### src/hw/rtl/wsa_pkg.sv
package wsa_pkg;

  typedef logic signed [23:0] score_t;
  typedef logic signed [15:0] weight_t;

  localparam score_t SCORE_MAX = 24'sh7FFFFF;
  localparam score_t SCORE_MIN = 24'sh800000;

  // item commands
  typedef enum logic [1:0] {
    CMD_WEIGHT = 2'd0,
    CMD_REF    = 2'd1,
    CMD_QUERY  = 2'd2,
    CMD_FINISH = 2'd3
  } command_t;

  // scoring modes (code 3 scores as edit distance)
  localparam logic [1:0] MODE_EDIT   = 2'd0;
  localparam logic [1:0] MODE_GLOBAL = 2'd1;
  localparam logic [1:0] MODE_LOCAL  = 2'd2;

  // result status codes
  localparam logic [1:0] STATUS_OK      = 2'd0;
  localparam logic [1:0] STATUS_MISSING = 2'd1;
  localparam logic [1:0] STATUS_RANGE   = 2'd2;

  // register indexes
  localparam logic [2:0] REG_MODE     = 3'd0;
  localparam logic [2:0] REG_GAP      = 3'd1;
  localparam logic [2:0] REG_MATCH    = 3'd2;
  localparam logic [2:0] REG_MISMATCH = 3'd3;
  localparam logic [2:0] REG_ALPHABET = 3'd4;

  typedef struct packed {
    logic [1:0] mode;
    weight_t    gap_cost;
    weight_t    match_cost;
    weight_t    mismatch_cost;
    logic [4:0] alphabet_size;
  } cfg_t;

  typedef enum logic [3:0] {
    S_IDLE,
    S_INIT0,
    S_INIT1,
    S_LREF,
    S_LTBL,
    S_LCELL,
    S_QCHECK,
    S_QROW0,
    S_FREAD,
    S_FOUT
  } state_t;

  // controller to datapath
  typedef struct packed {
    state_t phase;
    logic   accept;
    logic   loop_init;
    logic   out_load;
  } dp_cmd_t;

  // datapath to controller
  typedef struct packed {
    logic qc_zero;
    logic ref_empty;
    logic j_last;
    logic q_abort;
    logic out_stall;
  } dp_status_t;

  function automatic score_t sx16(input weight_t w);
    return {{8{w[15]}}, w};
  endfunction

  function automatic score_t sat_add(input score_t a, input score_t b);
    logic signed [24:0] s;
    s = {a[23], a} + {b[23], b};
    if (s[24] != s[23]) begin
      return s[24] ? SCORE_MIN : SCORE_MAX;
    end
    return s[23:0];
  endfunction

  function automatic score_t sat_neg(input score_t a);
    if (a == SCORE_MIN) begin
      return SCORE_MAX;
    end
    return -a;
  endfunction

endpackage

### src/hw/rtl/wsa_ctrl.sv
module wsa_ctrl import wsa_pkg::*; (
  input  logic       clk,
  input  logic       rst,
  input  logic       item_valid,
  input  logic [1:0] item_command,
  output logic       item_ready,
  input  dp_status_t status,
  output dp_cmd_t    cmd
);

  state_t state, state_next;
  logic   loop_init, loop_init_next;
  logic   ret_fin, ret_fin_next;
  state_t after_init;

  always_ff @(posedge clk) begin
    if (rst) begin
      state     <= S_IDLE;
      loop_init <= 1'b0;
      ret_fin   <= 1'b0;
    end else begin
      state     <= state_next;
      loop_init <= loop_init_next;
      ret_fin   <= ret_fin_next;
    end
  end

  always_comb begin
    state_next     = state;
    loop_init_next = loop_init;
    ret_fin_next   = ret_fin;
    after_init     = ret_fin ? S_FREAD : S_QCHECK;
    item_ready     = (state == S_IDLE);
    cmd.phase      = state;
    cmd.accept     = item_ready && item_valid;
    cmd.loop_init  = loop_init;
    cmd.out_load   = 1'b0;

    case (state)
      S_IDLE: begin
        if (item_valid) begin
          case (command_t'(item_command))
            CMD_QUERY: begin
              ret_fin_next = 1'b0;
              state_next   = status.qc_zero ? S_INIT0 : S_QCHECK;
            end
            CMD_FINISH: begin
              ret_fin_next = 1'b1;
              state_next   = status.qc_zero ? S_INIT0 : S_FREAD;
            end
            default: state_next = S_IDLE;
          endcase
        end
      end
      S_INIT0: state_next = S_INIT1;
      S_INIT1: begin
        loop_init_next = 1'b1;
        state_next     = status.ref_empty ? after_init : S_LREF;
      end
      S_LREF: state_next = S_LTBL;
      S_LTBL: state_next = S_LCELL;
      S_LCELL: begin
        if (status.j_last) begin
          state_next = loop_init ? after_init : S_IDLE;
        end else begin
          state_next = S_LREF;
        end
      end
      S_QCHECK: state_next = status.q_abort ? S_IDLE : S_QROW0;
      S_QROW0: begin
        loop_init_next = 1'b0;
        state_next     = status.ref_empty ? S_IDLE : S_LREF;
      end
      S_FREAD: state_next = S_FOUT;
      S_FOUT: begin
        // hold the result until the output register frees up
        if (!status.out_stall) begin
          cmd.out_load = 1'b1;
          state_next   = S_IDLE;
        end
      end
      default: state_next = S_IDLE;
    endcase
  end

endmodule

### config.mk
export PLATFORM = sky130hd
export DESIGN_NAME = wsa_ctrl
export DESIGN_NICKNAME = d
export VERILOG_FILES = /design/src/hw/rtl/wsa_pkg.sv /design/src/hw/rtl/wsa_ctrl.sv
export SDC_FILE = /design/constraint.sdc
export NUM_CORES = 1
export LEC_CHECK = 0
export BUFFER_PORTS_ARGS = -buffer_cell sky130_fd_sc_hd__buf_2
export CAP_MARGIN = 20
export CORE_AREA = 4 4 41 43
export CTS_CLUSTER_DIAMETER = 100
export DETAILED_ROUTE_END_ITERATION = 6
export DIE_AREA = 0 0 45 47
export PLACE_DENSITY_LB_ADDON = 0.2
export SYNTH_ARGS = -nofsm -noshare
export SYNTH_HDL_FRONTEND = slang
export SYNTH_SLANG_ARGS = --single-unit
export TNS_END_PERCENT = 100
### constraint.sdc
create_clock -name clk -period 1.6 [get_ports clk]
set_input_delay 0.16 -clock clk [delete_from_list [all_inputs] [get_ports clk]]
set_output_delay 0.16 -clock clk [all_outputs]
set_load 0.01 [all_outputs]
==> qor.yml, run 1 <==
path_clk_slew_ps: 50
syn_to_final_growth_pct: 24.0
slew_headroom_pct: 75.8
netlist_instances: 66
antenna_found_initial: 0
rr_startpoint: "state[2]$_SDFFE_PP0P_"
clock_sinks: 6
drtAntennaViolNets: 0
critPathLaunchType: "flip-flop"
tns_ps: 0
finalSetupViolCount: 0
die-height_um: 47
min_from: "rst"
synth_area_sq_um: 542
synth-xor-area-share_pct: 1.62
synth_warnings: 0
vias_per_cell: 5.48
outcome: "finished, final reports clean"
dp.cells: 99
diodes: 0
p_per_area_mw_per_mm2: 1020
setup_slack_ps: 122
htree_levels: 1
fin_util_pct: 51.6
grtUsageTotal_pct: 15.6
grt_overflow: 0
grt_max_degree: 13
vias: 559
mostFrequentLayoutCell: "buf_2"
crit_type: "reg -> out"
cap_violations: 0
slew_viol_final: 0
pre_cts_ws_ps: 109
whs_path_depth: 2
worst_slew_pin_slew_ps: 361
clockBufferDepth: 2
drtPass1Iterations: 4
required_ps: 1440
drc: 0
synth_fa_ha_area_share_pct: 0
grt_pass1_vias: 509
cts_tree: "yes"
postRouteWirelength_um: 1360
clock-root-buffer: "clkbuf_4"
layout_common_cells: "17 x buf_2, 7 x nor2_1, 6 x buf_4"
synth_top_family_by_area: "simple AND/OR/NAND/NOR gates"
path_max_fanout: 7
cp.arrival_ps: 1320
io_pins: 18
finalCritPeriodShare_pct: 92.4
ys_ff_latch: 6
clkLatencyLatePin_ps: 240
first_iter_violations: 12
instances_no_fill: 102
hpwl_um: 1050
startpoint: "state[0]$_SDFFE_PP0P_"
path_cells: "nor4_2 > buf_4 > and2_1 > buf_2"
final-hold-violation-count: 0
r2r_end: "state[0]$_SDFFE_PP0P_"
worstHoldEndpoint: "loop_init$_SDFFE_PP0P_"
hp-class: "in -> reg"
leakage_nw: 0.308
synthSimpleGateAreaFrac_pct: 36.5
drive_gt1_share_pct: 40.2
cts-buffers-inserted: 3
slowest_stage: "dfxtp_1"
cts_setup_buffers: 0
finClkSkew_ps: 5.38
synth_top_area_share_pct: 22.2
layout.nets: 99
portBuffers: 17
synth.distinct_cells: 38
reg2reg_setup_slack_ps: 160
rsz0062_at_grt: "no"
ir_worst_vdd_mv: 0.491
dieArea_sq_mm: 0.00212
gp_congestion: 0.837
ys_seq_area_share_pct: 22.2
synth_compound_gate_area_share_pct: 27.5
period_needed_ps: 1480
yosys-top-cells-area: "dfxtp_1 22%, nor2_1 4.8%, o31a_1 4.8%"
core_area_sq_mm: 0.00130
avgSynthCellArea_sq_um: 8.21
wl_per_cell_um: 13.3
ff2ff_path_depth: 5
syn-num-nets: 76
cp-end-kind: "primary output"
crit_path_max_incr_delay_ps: 370
synthMuxAreaShare_pct: 3.70
die_w_um: 45
grt_pass1_wl_um: 2310
synth_top_cell_by_area: "dfxtp_1"
rows: 13
fmax_mhz: 677
initial_core_util_pct: 41.6
## where the power goes
group	switching, W	internal, W	leakage, nW
Sequential	0.0000454	0.000175	0.0494
Combinational	0.000158	0.000171	0.245
Clock	0.0000539	0.0000848	0.0138
## area by class of cell
class / count / area, sq um
fillers: 138 / 629
multi-input cells: 54 / 375
repair buffers: 23 / 130
flip-flops and latches: 6 / 121
clock buffers: 3 / 22.5
well taps: 15 / 18.8
inverters: 1 / 3.75
## synth_stat cells
library cell  count
nor3_1            1
a211oi_1          2
or3b_2            1
mux2i_1           2
and2b_1           1
nor2_1            7
nor3b_1           1
nor4_2            1
nor4_1            1
o31a_1            3
a2bb2oi_1         1
buf_4             1
and2b_4           1
a21oi_2           2
or3_4             1
a211oi_2          1
and3b_1           1
dfxtp_1           6
nor4bb_1          1
nand2_1           5
buf_2             1
xnor2_1           1
nand2b_1          1
a21oi_1           3
and3_1            2
inv_1             1
a32oi_1           1
nand3_1           3
clkbuf_4          1
nor2b_1           3
a41o_1            1
buf_6             2
o21ai_0           1
o21ai_1           1
o32ai_2           1
and2_1            1
a41oi_1           1
or3_1             1
## worst max-delay path: cells and delay by family (launching register included)
kind / cells / cell delay, ps
simple gates: 2 / 400
buf+inv: 2 / 290
flops: 1 / 370
## per-layer routing
| layer | vias to the layer above | global-route usage (%) | routed length (um) | part of all wire, % |
|---|---|---|---|---|
| li1 | 289 | - | - | - |
| met1 | 252 | 20.2 | 628 | 46 |
| met2 | 16 | 22.0 | 617 | 45 |
| met3 | 2 | 4.60 | 101 | 7.4 |
| met4 | 0 | 10.5 | 10 | 0.74 |
| met5 | - | 0 | 0 | 0 |
## stage by stage
step                      hold slack (ps)  instance area [sq um]  total power, W
final                                 146                    672        0.000688
after global routing                  145                    672        0.000757
after CTS                             131                    671        0.000699
after detailed placement              393                    648        0.000551
after global placement                392                    648        0.000549
after floorplan                       232                    542        0.000454
## what timing repair did
item                                    in CTS  in global routing
gates resized for setup                      0                  1
endpoints found under the setup margin       0                  1
hold buffers                                 0                  0
hold endpoints to repair                     0                  0
## cell families after synthesis
kind of cell	Yosys count
xor gates and xnor gates	1
DFF	6
buffers and inverters	6
AOI/OAI and AO/OA	18
and+or+nand+nor	33
muxes	2
## registers in the layout (all words and copies together), names as in the netlist
name       flops
ret_fin        1
state          4
loop_init      1
## worst max path at each step
| stage | to | slack (ps) |
|---|---|---|
| after CTS | cmd[2] | 80 |
| after global placement | state[0]$_SDFFE_PP0P_ | 150 |
| final | cmd[2] | 120 |
| after floorplan | state[0]$_SDFFE_PP0P_ | 180 |
| after detailed placement | state[0]$_SDFFE_PP0P_ | 110 |
| after global routing | cmd[2] | 30 |
(Power assumes the default switching activity.)
==> run 2, diff against run 1 <==
- clock period: 1.6 -> 1.7 ns (I/O delays scaled with it)
==> qor.yml, run 2 (synthesis gave the netlist of run 1 again) <==
syn_to_final_growth_pct: 21.5
cap_violations: 0
drtAntennaViolNets: 0
cts-buffers-inserted: 3
path_cells: "nor4_4 > and2_1 > buf_2"
mostFrequentLayoutCell: "buf_2"
grtUsageTotal_pct: 15.0
critPathLaunchType: "flip-flop"
num-fill-cells: 142
die-height_um: 47
largest_registers: "state: 4 flops, loop_init: 1 flops, ret_fin: 1 flops"
hpwl_um: 1050
drc: 0
power_frac_comb_pct: 45.8
path_max_fanout: 10
largest_reg_flops: 4
slew_headroom_pct: 69.4
ff2ff_path_depth: 3
gp_congestion: 0.779
clockBufferDepth: 2
die_w_um: 45
crit_type: "reg -> out"
vias: 551
diodes: 0
cp.arrival_ps: 1360
vias_per_cell: 5.57
reg2reg_setup_slack_ps: 210
antenna_found_initial: 0
clkLatencyLatePin_ps: 240
slew_viol_final: 0
leakage_nw: 0.297
rsz0062_at_grt: "no"
swShare_pct: 38.2
rr_startpoint: "state[0]$_SDFFE_PP0P_"
min_from: "rst"
r2r_end: "state[2]$_SDFFE_PP0P_"
grt_pass1_wl_um: 2250
fmax_mhz: 652
clkPwrFrac_pct: 20.1
whs_path_depth: 2
finalCritPeriodShare_pct: 90.2
htree_levels: 1
finalSetupViolCount: 0
regMostFlops: "state"
finClkSkew_ps: 2.89
worstHoldEndpoint: "loop_init$_SDFFE_PP0P_"
worst_slew_pin_slew_ps: 459
postRouteWirelength_um: 1340
core_area_sq_mm: 0.00130
startpoint: "state[0]$_SDFFE_PP0P_"
required_ps: 1530
clock-root-buffer: "clkbuf_4"
seqCellArea_sq_um: 121
crit_family: "simple AND/OR/NAND/NOR gates"
ir_worst_vdd_mv: 0.540
final-hold-violation-count: 0
internal_power_w: 0.000395
period_needed_ps: 1530
layout_common_cells: "17 x buf_2, 7 x nor2_1, 5 x nand2_1, 5 x dfxtp_1"
cp-end-kind: "primary output"
path_clk_slew_ps: 40
worst-path-buf-inv: 1
fin_util_pct: 50.6
layout.nets: 96
initial_core_util_pct: 41.6
grt_max_degree: 17
slowest_stage: "nor4_4"
clock_sinks: 6
io_pins: 18
crit_path_max_incr_delay_ps: 420
seqPwrFrac_pct: 34.0
hp-class: "in -> reg"
wl_per_cell_um: 13.6
multi_input_area_sq_um: 384
cts_tree: "yes"
drtPass1Iterations: 4
grt_overflow: 0
outcome: "finished, final reports clean"
portBuffers: 17
p_switching_w: 0.000244
first_iter_violations: 15
grt_pass1_vias: 505
dieArea_sq_mm: 0.00212
tns_ps: 0
p_per_area_mw_per_mm2: 971
rows: 13
drive_gt1_share_pct: 38.1
[run 2: worst register-to-register path, cell delays in order, from the launching register on]
cell and delay (ps):
dfxtp_1 400, or3_1 440, a211oi_1 390, o31a_1 200
[run 2: worst max-delay path by stage]
stage / endpoint / slack (ps) / cells after the start
after global placement: state[1]$_SDFFE_PP0P_ / 200 / 4
after floorplan: state[0]$_SDFFE_PP0P_ / 280 / 4
after CTS: cmd[2] / 40 / 3
after global routing: cmd[2] / 70 / 3
final: cmd[2] / 170 / 3
after detailed placement: state[1]$_SDFFE_PP0P_ / 160 / 4
[run 2: per-stage QoR]
stage,total power [W],setup WS [ps],instances,hold slack [ps],instance area [sq um]
3_5_place_dp,0.000499,163,96,404,626
4_1_cts,0.000637,40.2,99,146,648
6_report,0.000639,167,99,148,658
2_1_floorplan,0.000428,280,66,242,542
3_3_place_gp,0.000498,197,96,400,626
5_1_grt,0.000698,72.6,99,158,658
[run 2: power by group through the flow]
stage	logic, W	registers [W]	clock network (W)
global placement	0.000284	0.000213	0
detailed placement	0.000285	0.000214	0
floorplan	0.000229	0.000198	0
CTS	0.000287	0.000212	0.000138
finish	0.000293	0.000217	0.000129
global route	0.000327	0.000224	0.000148
[run 2: timing repair]
| item | in CTS | in global routing |
|---|---|---|
| resized for setup | 0 | 2 |
| endpoints found under the setup margin | 0 | 3 |
| hold buffers | 0 | 0 |
| buffers inserted | 0 | 0 |
[run 2: final cells by class]
type	instances	share of cell area, %
Inverter	1	0.570
Multi-Input combinational cell	54	58.4
Sequential cell	6	18.4
Clock buffer	3	3.42
Timing Repair Buffer	20	16.3
Tap cell	15	2.85
[run 2: layer usage]
metal | track usage (%) | share of wire [%] | vias up
met4 | 8.77 | 1.3 | 0
met5 | 0 | 0 | -
met2 | 22.3 | 44 | 20
met3 | 2.30 | 5.4 | 2
met1 | 20.6 | 50 | 248
li1 | - | - | 281
==> run 3, diff against run 2 <==
- REMOVE_ABC_BUFFERS: not set -> 1
- clock period: 1.7 -> 1.6 ns (I/O delays scaled with it)
==> qor.yml, run 3 (synthesis gave the netlist of run 1 again) <==
outcome: "finished, final reports clean"
portBuffers: 17
leakage_nw: 0.328
largest_reg_flops: 4
largest_registers: "state: 4 flops, loop_init: 1 flops, ret_fin: 1 flops"
clock_sinks: 6
ff2ff_path_depth: 4
drive_gt1_share_pct: 43.3
finalSetupViolCount: 0
vias: 594
drc: 0
drtAntennaViolNets: 0
htree_levels: 1
ir_worst_vdd_mv: 0.795
gp_congestion: 0.826
cp-endpoint: "cmd[2]"
use_met1_pct: 19.6
power_frac_comb_pct: 49.8
finClkSkew_ps: 8.68
grt_max_degree: 11
clock-root-buffer: "clkbuf_4"
syn_to_final_growth_pct: 30.0
critPathLaunchType: "flip-flop"
r2r_end: "state[2]$_SDFFE_PP0P_"
grt_pass1_wl_um: 2460
cts-buffers-inserted: 3
rr_startpoint: "state[2]$_SDFFE_PP0P_"
mostFrequentLayoutCell: "buf_2"
hpwl_um: 1170
cp.arrival_ps: 1330
vias_per_cell: 5.66
hp-class: "in -> reg"
use_met2_pct: 25.1
crit_type: "reg -> out"
clkLatencyLatePin_ps: 250
path_cells: "nor4_4 > buf_4 > and2_1 > buf_2"
clockBufferDepth: 2
cp-end-kind: "primary output"
slowest_stage: "dfxtp_2"
seqCellArea_sq_um: 123
dieArea_sq_mm: 0.00212
tns_ps: 0
rsz0062_at_grt: "no"
rows: 13
cap_violations: 0
core_area_sq_mm: 0.00130
grt_pass1_vias: 572
required_ps: 1440
initial_core_util_pct: 41.6
internal_power_w: 0.000455
instances_no_fill: 105
whs_path_depth: 2
crit_path_max_incr_delay_ps: 370
finalCritPeriodShare_pct: 93.0
cts_tree: "yes"
multi_input_area_sq_um: 384
die_w_um: 45
num-fill-cells: 126
diodes: 0
postRouteWirelength_um: 1470
swShare_pct: 37.8
path_clk_slew_ps: 50
p_per_area_mw_per_mm2: 1040
slew_headroom_pct: 77.9
startpoint: "state[3]$_SDFFE_PP0P_"
path_max_fanout: 8
layout.nets: 102
use_met3_pct: 8.05
grtUsageTotal_pct: 16.3
antenna_found_initial: 0
drtPass1Iterations: 4
worst_slew_pin_slew_ps: 331
slew_viol_final: 0
io_pins: 18
die-height_um: 47
wl_per_cell_um: 14.0
fmax_mhz: 672
dp.cells: 101
final-hold-violation-count: 0
reg2reg_setup_slack_ps: 150
p_switching_w: 0.000276
grt_overflow: 0
postCtsHoldBufs: 0
grt_busiest_layer: "met2"
seqPwrFrac_pct: 30.2
layout_common_cells: "17 x buf_2, 9 x buf_4, 7 x nor2_1"
first_iter_violations: 14
regMostFlops: "state"
clkPwrFrac_pct: 20.0
period_needed_ps: 1490
## run 3: cell types whose count changed in the layout (fill, tap and decap cells not counted)
cell     change
buf_4        +6
dfxtp_1      -1
dfxtp_2      +1
## run 3: worst max-delay path: cells and delay by family, from the launching register on
| family | cells | cell delay [ps] |
|---|---|---|
| AND/OR/NAND/NOR | 2 | 420 |
| flip-flops | 1 | 370 |
| buffers and inverters | 2 | 280 |
## run 3: routing by layer
layer / wire [um] / vias to the layer above
met3: 149 / 2
met2: 697 / 25
met5: 0 / -
met4: 12 / 0
li1: - / 296
met1: 606 / 271
## run 3: worst min path at each step
stage / endpoint / slack [ps] / start
floorplan: loop_init$_SDFFE_PP0P_ / 230 / rst
global placement: ret_fin$_SDFFE_PP0P_ / 380 / rst
detailed placement: ret_fin$_SDFFE_PP0P_ / 380 / rst
CTS: ret_fin$_SDFFE_PP0P_ / 120 / rst
global route: loop_init$_SDFFE_PP0P_ / 140 / rst
finish: ret_fin$_SDFFE_PP0P_ / 130 / rst
## run 3: cell type report
type | count | area share, %
well taps | 15 | 2.66
flip-flops and latches | 6 | 17.4
clock buffers | 3 | 3.20
multi-input cells | 54 | 54.5
repair buffers | 26 | 21.7
inverters | 1 | 0.533
## run 3: power groups by stage
stage / Clock [W] / Sequential, W / Combinational (W)
2_1_floorplan: 0 / 0.000238 / 0.000182
3_3_place_gp: 0 / 0.000215 / 0.000345
3_5_place_dp: 0 / 0.000218 / 0.000342
4_1_cts: 0.000151 / 0.000215 / 0.000344
5_1_grt: 0.000163 / 0.000227 / 0.000407
6_report: 0.000146 / 0.000221 / 0.000364
## run 3: timing repair
action / CTS / global route
gates resized for setup: 0 / 3
setup buffers: 0 / 1
endpoints found under the setup margin: 0 / 1
## run 3: stage by stage
step / hold WS (ps) / instance area (sq um) / util, % / worst slack [ps] / total power [W]
final: 129 / 704 / 54.1 / 111 / 0.000731
after floorplan: 232 / 499 / - / 56.3 / 0.000420
after global routing: 136 / 704 / 54.1 / 16.2 / 0.000797
after CTS: 122 / 686 / 52.7 / 16.2 / 0.000710
after global placement: 383 / 663 / 51.0 / 178 / 0.000560
after detailed placement: 381 / 663 / 51.0 / 180 / 0.000560
